===== src/design/dqp_pkg.sv =====
`timescale 1ns / 1ps
// ----------------------------------------------------------------------------
// dqp_pkg
// Shared types and constants for the DNS query question parser.
// ----------------------------------------------------------------------------
package dqp_pkg;

  localparam int MAX_QUESTIONS  = 32;
  localparam int MAX_NAME_CHARS = 253;

  // Result queue depth; two slots must be free to take a byte.
  localparam int FIFO_DEPTH = 4;
  localparam int FIFO_AW    = $clog2(FIFO_DEPTH);
  localparam int FIFO_CW    = $clog2(FIFO_DEPTH + 1);

  // Result kinds
  localparam logic [1:0] KIND_CHAR     = 2'd0;
  localparam logic [1:0] KIND_QUESTION = 2'd1;
  localparam logic [1:0] KIND_MESSAGE  = 2'd2;

  // Status codes (also the stored error codes)
  localparam logic [2:0] ST_OK        = 3'd0;
  localparam logic [2:0] ST_SHORT_HDR = 3'd1;
  localparam logic [2:0] ST_RESPONSE  = 3'd2;
  localparam logic [2:0] ST_BAD_COUNT = 3'd3;
  localparam logic [2:0] ST_BAD_NAME  = 3'd4;
  localparam logic [2:0] ST_TRUNCATED = 3'd5;

  typedef enum logic [5:0] {
    PH_HEADER = 6'b000001,
    PH_LEN    = 6'b000010,
    PH_CHARS  = 6'b000100,
    PH_TC     = 6'b001000,
    PH_DONE   = 6'b010000,
    PH_ERR    = 6'b100000
  } phase_t;

  typedef struct packed {
    logic [15:0] section_end;
    logic [5:0]  question_total;
    logic [15:0] reply_flags;
    logic [2:0]  status;
    logic        is_a_in;
    logic [7:0]  name_length;
    logic [13:0] name_pos;
    logic [7:0]  name_char;
    logic [1:0]  result_kind;
  } result_t;

  // Up to two result words produced by one accepted byte, packed to the front.
  typedef struct packed {
    logic [1:0] count;
    result_t    first;
    result_t    second;
  } push_t;

endpackage


===== src/design/dqp_parse.sv =====
`timescale 1ns / 1ps
// ----------------------------------------------------------------------------
// dqp_parse
// Header check, question walk; one byte per cycle on accept, up to two words.
// ----------------------------------------------------------------------------
module dqp_parse
  import dqp_pkg::*;
(
  input  logic       clk,
  input  logic       rst,
  input  logic       accept,
  input  logic [7:0] data_byte,
  input  logic       last_byte,
  output push_t      push
);

  logic [15:0] byte_position, byte_position_next;
  phase_t      parse_phase, parse_phase_next;
  logic [15:0] header_flags, header_flags_next;
  logic [15:0] declared_questions, declared_questions_next;
  logic [5:0]  questions_done, questions_done_next;
  logic [5:0]  label_left, label_left_next;
  logic [7:0]  name_count, name_count_next;
  logic [15:0] name_start, name_start_next;
  logic [31:0] type_class_shift, type_class_shift_next;
  logic [2:0]  error_code, error_code_next;
  logic [15:0] section_end_mark, section_end_mark_next;

  logic [15:0] pos_inc;
  logic [8:0]  need;
  logic        main_valid;
  result_t     main_res;
  result_t     final_res;
  logic [2:0]  final_status;

  always_comb begin
    pos_inc = (byte_position == 16'hFFFF) ? byte_position : byte_position + 16'd1;
  end

  always_comb begin
    byte_position_next      = pos_inc;
    parse_phase_next        = parse_phase;
    header_flags_next       = header_flags;
    declared_questions_next = declared_questions;
    questions_done_next     = questions_done;
    label_left_next         = label_left;
    name_count_next         = name_count;
    name_start_next         = name_start;
    type_class_shift_next   = type_class_shift;
    error_code_next         = error_code;
    section_end_mark_next   = section_end_mark;
    need         = ((name_count != 8'd0) ? {1'b0, name_count} + 9'd1 : 9'd0)
                   + {1'b0, data_byte};
    main_valid   = 1'b0;
    main_res     = '0;
    final_res    = '0;
    final_status = ST_OK;

    unique case (parse_phase)
      PH_HEADER: begin
        if (byte_position == 16'd2) header_flags_next[15:8] = data_byte;
        else if (byte_position == 16'd3) header_flags_next[7:0] = data_byte;
        else if (byte_position == 16'd4) declared_questions_next[15:8] = data_byte;
        else if (byte_position == 16'd5) declared_questions_next[7:0] = data_byte;
        if (byte_position >= 16'd11) begin
          if (header_flags[15]) begin
            error_code_next  = ST_RESPONSE;
            parse_phase_next = PH_ERR;
          end else if (declared_questions == 16'd0 ||
                       declared_questions > 16'(MAX_QUESTIONS)) begin
            error_code_next  = ST_BAD_COUNT;
            parse_phase_next = PH_ERR;
          end else begin
            name_start_next  = pos_inc;
            name_count_next  = 8'd0;
            label_left_next  = 6'd0;
            parse_phase_next = PH_LEN;
          end
        end
      end
      PH_LEN: begin
        if (name_count == 8'd0 && name_start > 16'h3FFF) begin
          error_code_next  = ST_BAD_NAME;
          parse_phase_next = PH_ERR;
        end else if (data_byte == 8'd0) begin
          if (name_count == 8'd0) begin
            // root name
            error_code_next  = ST_BAD_NAME;
            parse_phase_next = PH_ERR;
          end else begin
            parse_phase_next      = PH_TC;
            label_left_next       = 6'd4;
            type_class_shift_next = '0;
          end
        end else if (data_byte > 8'd63) begin
          error_code_next  = ST_BAD_NAME;
          parse_phase_next = PH_ERR;
        end else if (need > 9'(MAX_NAME_CHARS)) begin
          error_code_next  = ST_BAD_NAME;
          parse_phase_next = PH_ERR;
        end else begin
          if (name_count != 8'd0) begin
            main_valid           = 1'b1;
            main_res.result_kind = KIND_CHAR;
            main_res.name_char   = 8'h2E;
            name_count_next      = name_count + 8'd1;
          end
          label_left_next  = data_byte[5:0];
          parse_phase_next = PH_CHARS;
        end
      end
      PH_CHARS: begin
        main_valid           = 1'b1;
        main_res.result_kind = KIND_CHAR;
        main_res.name_char   = (data_byte >= 8'h41 && data_byte <= 8'h5A) ?
                               data_byte + 8'h20 : data_byte;
        name_count_next      = name_count + 8'd1;
        label_left_next      = (label_left != 6'd0) ? label_left - 6'd1 : 6'd0;
        if (label_left_next == 6'd0) parse_phase_next = PH_LEN;
      end
      PH_TC: begin
        type_class_shift_next = {type_class_shift[23:0], data_byte};
        label_left_next       = (label_left != 6'd0) ? label_left - 6'd1 : 6'd0;
        if (label_left_next == 6'd0) begin
          questions_done_next  = questions_done + 6'd1;
          main_valid           = 1'b1;
          main_res.result_kind = KIND_QUESTION;
          main_res.name_pos    = name_start[13:0];
          main_res.name_length = name_count;
          main_res.is_a_in     = (type_class_shift_next == 32'h0001_0001);
          if ({10'd0, questions_done_next} >= declared_questions) begin
            parse_phase_next      = PH_DONE;
            section_end_mark_next = pos_inc;
          end else begin
            name_start_next  = pos_inc;
            name_count_next  = 8'd0;
            label_left_next  = 6'd0;
            parse_phase_next = PH_LEN;
          end
        end
      end
      PH_DONE, PH_ERR: begin
      end
      default: begin
      end
    endcase

    if (error_code_next != ST_OK) final_status = error_code_next;
    else if (parse_phase_next == PH_DONE) final_status = ST_OK;
    else if (parse_phase_next == PH_HEADER) final_status = ST_SHORT_HDR;
    else final_status = ST_TRUNCATED;

    final_res.result_kind    = KIND_MESSAGE;
    final_res.status         = final_status;
    final_res.reply_flags    = (final_status == ST_SHORT_HDR) ? 16'h0000 :
                               (16'h8080 | (header_flags_next & 16'h7900));
    final_res.question_total = questions_done_next;
    final_res.section_end    = (final_status == ST_OK) ? section_end_mark_next : 16'd0;

    // End of message: restart for the next one
    if (last_byte) begin
      byte_position_next      = '0;
      parse_phase_next        = PH_HEADER;
      header_flags_next       = '0;
      declared_questions_next = '0;
      questions_done_next     = '0;
      label_left_next         = '0;
      name_count_next         = '0;
      name_start_next         = '0;
      type_class_shift_next   = '0;
      error_code_next         = ST_OK;
      section_end_mark_next   = '0;
    end

    // Pack the words to the front
    push = '0;
    if (accept) begin
      if (main_valid) begin
        push.first  = main_res;
        push.second = final_res;
        push.count  = last_byte ? 2'd2 : 2'd1;
      end else begin
        push.first = final_res;
        push.count = last_byte ? 2'd1 : 2'd0;
      end
    end
  end

  always_ff @(posedge clk) begin
    if (rst) begin
      byte_position      <= '0;
      parse_phase        <= PH_HEADER;
      header_flags       <= '0;
      declared_questions <= '0;
      questions_done     <= '0;
      label_left         <= '0;
      name_count         <= '0;
      name_start         <= '0;
      type_class_shift   <= '0;
      error_code         <= ST_OK;
      section_end_mark   <= '0;
    end else if (accept) begin
      byte_position      <= byte_position_next;
      parse_phase        <= parse_phase_next;
      header_flags       <= header_flags_next;
      declared_questions <= declared_questions_next;
      questions_done     <= questions_done_next;
      label_left         <= label_left_next;
      name_count         <= name_count_next;
      name_start         <= name_start_next;
      type_class_shift   <= type_class_shift_next;
      error_code         <= error_code_next;
      section_end_mark   <= section_end_mark_next;
    end
  end

endmodule


===== src/design/dqp_fifo.sv =====
`timescale 1ns / 1ps
// ----------------------------------------------------------------------------
// dqp_fifo
// Small result queue: takes up to two words a cycle, gives one on out_ready.
// ----------------------------------------------------------------------------
module dqp_fifo
  import dqp_pkg::*;
(
  input  logic    clk,
  input  logic    rst,
  input  push_t   push,
  output logic    room,
  output logic    out_valid,
  input  logic    out_ready,
  output result_t out_data
);

  result_t              mem [FIFO_DEPTH];
  logic [FIFO_AW-1:0]   wr_ptr;
  logic [FIFO_AW-1:0]   rd_ptr;
  logic [FIFO_CW-1:0]   count;
  logic                 pop;

  assign out_valid = (count != '0);
  assign out_data  = mem[rd_ptr];
  assign pop       = out_valid & out_ready;
  assign room      = (count <= FIFO_CW'(FIFO_DEPTH - 2));

  always_ff @(posedge clk) begin
    if (push.count != 2'd0) mem[wr_ptr] <= push.first;
    if (push.count == 2'd2) mem[wr_ptr + FIFO_AW'(1)] <= push.second;
  end

  always_ff @(posedge clk) begin
    if (rst) begin
      wr_ptr <= '0;
      rd_ptr <= '0;
      count  <= '0;
    end else begin
      wr_ptr <= wr_ptr + FIFO_AW'(push.count);
      if (pop) rd_ptr <= rd_ptr + FIFO_AW'(1);
      count  <= count + FIFO_CW'(push.count) - FIFO_CW'(pop);
    end
  end

endmodule


===== src/design/dns_query_question_parser_top.sv =====
`timescale 1ns / 1ps
// Throughput: one byte per cycle while s_axis_tready is high; each byte gives
//   at most one word, except the last byte of a message, which can give two
//   (a character or question word, then the message word). A four-word result
//   queue absorbs that burst.
// Reset: rst (synchronous) returns the parser to the header phase and empties
//   the result queue.
// ----------------------------------------------------------------------------
// dns_query_question_parser_top
// Checks a DNS query header, walks its question names, and streams out the
// lowercased names, one word per question, and a final status word.
// ----------------------------------------------------------------------------
module dns_query_question_parser_top
  import dqp_pkg::*;
(
  input  logic        clk,
  input  logic        rst,
  // Byte input
  input  logic        s_axis_tvalid,
  output logic        s_axis_tready,
  input  logic [7:0]  s_axis_tdata,   // [7:0] data_byte
  input  logic        s_axis_tlast,   // last_byte
  // Result output
  output logic        m_axis_tvalid,
  input  logic        m_axis_tready,
  // [7:0] name_char, [21:8] name_pos, [29:22] name_length, [30] is_a_in,
  // [33:31] status, [49:34] reply_flags, [55:50] question_total,
  // [71:56] section_end
  output logic [71:0] m_axis_tdata,
  output logic [1:0]  m_axis_tuser    // result_kind
);

  logic    accept;
  logic    room;
  push_t   push;
  result_t head;

  // Take a byte only while two queue slots are free, so a message-end burst
  // always fits even with the output stalled.
  assign s_axis_tready = room;
  assign accept        = s_axis_tvalid & room;

  dqp_parse u_parse (
    .clk       (clk),
    .rst       (rst),
    .accept    (accept),
    .data_byte (s_axis_tdata),
    .last_byte (s_axis_tlast),
    .push      (push)
  );

  dqp_fifo u_fifo (
    .clk       (clk),
    .rst       (rst),
    .push      (push),
    .room      (room),
    .out_valid (m_axis_tvalid),
    .out_ready (m_axis_tready),
    .out_data  (head)
  );

  // Drive the word fields lowest first, kind on the side band
  assign m_axis_tdata = {head.section_end, head.question_total, head.reply_flags,
                         head.status, head.is_a_in, head.name_length,
                         head.name_pos, head.name_char};
  assign m_axis_tuser = head.result_kind;

endmodule

===== config.mk =====
export PLATFORM = sky130hd
export DESIGN_NAME = dns_query_question_parser_top
export DESIGN_NICKNAME = d
export VERILOG_FILES = /design/src/design/dqp_pkg.sv /design/src/design/dqp_parse.sv /design/src/design/dqp_fifo.sv /design/src/design/dns_query_question_parser_top.sv
export SDC_FILE = /design/constraint.sdc
export NUM_CORES = 1
export LEC_CHECK = 0
export BUFFER_PORTS_ARGS = -buffer_cell sky130_fd_sc_hd__buf_2
export CORE_MARGIN = 5
export CORE_UTILIZATION = 27
export CTS_CLUSTER_SIZE = 8
export DETAILED_ROUTE_END_ITERATION = 8
export SETUP_SLACK_MARGIN = 0.4
export SLEW_MARGIN = 20
export SYNTH_ARGS = -nofsm -noshare
export SYNTH_HDL_FRONTEND = slang
export SYNTH_SLANG_ARGS = --single-unit

===== constraint.sdc =====
create_clock -name clk -period 6.8 [get_ports clk]
set_input_delay 0.34 -clock clk [delete_from_list [all_inputs] [get_ports clk]]
set_output_delay 0.34 -clock clk [all_outputs]
set_load 0.02 [all_outputs]

==> flow_metrics.env <==
export IMPL_setup_viol=0
export IMPL_antenna_left=0
export IMPL_fin_setup_tns_ns=0
export IMPL_hold_viol=0
export IMPL_grt_overflow_total=0
export IMPL_grt_pass1_vias=13573
export IMPL_yosys_cell_types_count=77
export IMPL_outcome="finished, final reports clean"
export IMPL_h_tree_depth=2
export IMPL_synth_edff_count=128
export IMPL_final_common_cell="dfxtp_1"
export IMPL_timing_final_crit_period_ns=5.77
export IMPL_route_vias_total=13598
export IMPL_gp_congestion=0.834
export IMPL_die_x_um=267
export IMPL_cts_clk_slew_worst_paths_ns=0.05
export IMPL_final_nets=1786
export IMPL_io_buffers=79
export IMPL_crit_fanout=20
export IMPL_yosys_register_bits=388
export IMPL_p_leak_nw=7.12
export IMPL_drt_initial_drc_count=1058
export IMPL_die_area_um2=71100
export IMPL_crit_path_end_kind="flip-flop"
export IMPL_grt_pass1_wl_mm=77.3
export IMPL_slew_viol_final=0
export IMPL_clkSinkCount=388
export IMPL_synth_top_cell_area_share_pct=29.3
export IMPL_grt_max_degree=73
export IMPL_fill_cells=6603
export IMPL_cts_hold_buf=0
export IMPL_rsz0062_at_grt="false"
export IMPL_fp_dieH_um=267
export IMPL_clk_insertion_delay_late_ns=0.57
export IMPL_antenna_found_initial=7
export IMPL_hold_path_class="in2reg"
export IMPL_syn2layout_area_growth_pct=15.7
export IMPL_drc=0
export IMPL_via_per_inst=5.16
export IMPL_clockBufferDepth=3
export IMPL_critPathArrivalTime_ns=6.16
export IMPL_initial_core_util_pct=27.2
export IMPL_path_class="reg2reg"
export IMPL_cp_top_family="simple AND/OR/NAND/NOR gates"
export IMPL_cts_buffers_inserted=54
export IMPL_post_route_cells_drive_above_1_share_pct=14.8
export IMPL_max_slew_margin_pct=29.8
export IMPL_synth_area_leaders="dfxtp_1 29%, edfxtp_1 22%, mux4_2 8.1%"
export IMPL_final_cell_mix="258 x dfxtp_1, 174 x nor2_1, 128 x edfxtp_1"
export IMPL_wl_mm=49.4
export IMPL_synth_area_per_cell_um2=10.5
export IMPL_dp_cells=2550
export IMPL_path_cells="inv_1 > ha_1 > or4b_1 > nor4_2 > buf_4 > nor2_1 > ha_1 > inv_1 > fa_1 > nor4_1 > nand4b_1 > a2111oi_4 > nor3_1 > or2_2 > ha_1 > nand2_1 > nand2_1 > nand2_1 > mux2_4 > buf_4 > nor3_1"
export IMPL_cpPeakStageDelay_ns=0.48
export IMPL_finish_utilization_pct=31.4
export IMPL_critPathLaunchType="flip-flop"
export IMPL_cp_required_ns=7.19
export IMPL_fin_crit_sh_pct=84.9
export IMPL_synth_top_cell_by_area="dfxtp_1"
export IMPL_maxCapViolations=0
export IMPL_syn_inst=1696
export IMPL_cts_root_buf="clkbuf_16"
export IMPL_ys_warn_count=0
export IMPL_synth_flop_cell="dfxtp_1"
export IMPL_io_pins=89
export IMPL_worstMarginPinSlew_ns=1.05
export IMPL_coreArea_um2=65500
export IMPL_critPathBufInv=4
export IMPL_synth_area_um2=17800
export IMPL_fin_cells=2634
export IMPL_ys_async_sr_fraction_pct=0
export IMPL_dr_pass1_iters=8
export IMPL_finClkSkew_ns=0.0194
export IMPL_dp_hpwl_mm=32.0
export IMPL_routedWlPerCell_um=18.8
export IMPL_slowest_stage="mux2_4"
export IMPL_fmax_mhz=173
export IMPL_irDropWorstVdd_uv=171
export IMPL_power_density_nw_per_um2=289
export IMPL_num_rows=94
export IMPL_grtUsageTotal_pct=13.4
export IMPL_ys_seq_area_share_pct=50.9
export IMPL_cts_tree="built"
## registers in the layout, summed over array words and instances, names as in the netlist, 3 cells and up, named ones only
signal,flops
u_fifo.count,3
u_fifo.mem,256
u_parse.byte_position,16
u_parse.declared_questions,16
u_parse.error_code,3
u_parse.header_flags,6
u_parse.label_left,6
u_parse.name_count,8
u_parse.name_start,16
u_parse.parse_phase,6
u_parse.questions_done,6
u_parse.section_end_mark,16
u_parse.type_class_shift,24
## worst paths after layout
| path | end | slack (ns) | start | cells past startpoint |
|---|---|---|---|---|
| worst max-delay path | u_fifo.mem[2][50]$_DFFE_PP_ | 1.03 | u_parse.name_count[0]$_SDFFE_PP0P_ | 21 |
| worst min-delay path | u_parse.label_left[1]$_SDFFE_PP0P_ | 0.24 | s_axis_tdata[1] | 3 |
| worst max register to register | u_fifo.mem[2][50]$_DFFE_PP_ | 1.03 | u_parse.name_count[0]$_SDFFE_PP0P_ | 21 |
| worst min register to register | u_fifo.mem[2][0]$_SDFFE_PP0P_ | 0.44 | u_fifo.mem[2][0]$_SDFFE_PP0P_ | 1 |
## timing repair
action,4_1_cts,5_1_grt
resized for setup,0,2
buffers inserted,0,0
hold endpoints to repair,0,0
endpoints found under the setup margin,0,13
## final cells by class
type	instances	area, µm²	area share [%]
antenna	5	12.5	0.0608
clock buffer	78	1510	7.32
clock inverter	1	5.00	0.0243
inverter	51	191	0.931
multi-input combinational	1138	8100	39.4
sequential	388	9050	44.0
tap	864	1080	5.25
timing repair buffer	109	623	3.03
## tightest hold or removal path, cell delays in order
cell	delay, ns
buf_2	0.16
a32oi_1	0.17
o41ai_1	0.08
## per-layer routing
| layer | GRT usage (%) | up-vias | wire (µm) |
|---|---|---|---|
| li1 | - | 6377 | - |
| met1 | 16.8 | 6737 | 20400 |
| met2 | 23.4 | 375 | 25000 |
| met3 | 2.42 | 105 | 2530 |
| met4 | 4.57 | 4 | 1490 |
| met5 | 0 | - | 34 |
## metrics by stage
stage	area, µm²	hold WS (ns)	power, W	worst slack, ns
3_3_place_gp	19000	0.430	0.00357	0.967
2_1_floorplan	17800	0.420	0.00325	1.12
3_5_place_dp	19000	0.433	0.00358	0.833
4_1_cts	20500	0.197	0.00603	0.805
6_report	20600	0.241	0.00594	1.03
5_1_grt	20600	0.249	0.00620	0.576
## report_power, final
group	internal, W	total [W]	leakage, nW	switching (W)
registers	0.00246	0.00254	3.21	0.0000800
clock network	0.00150	0.00243	0.731	0.000937
logic	0.000350	0.000971	3.18	0.000621
## Yosys cell counts, drive strengths merged (9+ instances only)
cell type and count:
and2 10, xnor2 20, nor4 19, nor2 174, nand2 112, a21o 9
mux2i 41, ha 29, xor2 14, o21ai 70, nor2b 19, a21oi 92
a22o 97, a2bb2oi 9, mux4 64, a22oi 23, clkbuf 98, or3 10
inv 51, nand3 50, nor3 118, dfxtp 260, nand4 9, nand2b 9
edfxtp 128, buf 29, o21a 9, or2 9
## logic make-up (layout without fill, tap and decap cells)
logic type	after synthesis	after routing	synth area share [%]
buffers and inverters	178	239	4.06
DFF	388	388	50.9
and+or+nand+nor	579	579	15.7
adders and majority gates	31	31	2.26
muxes	110	110	10.7
xor gates and xnor gates	34	34	1.67
AOI/OAI and AO/OA	375	375	14.7
other	1	14	0.0211
No activity file was read; power rests on OpenSTA's default activity.
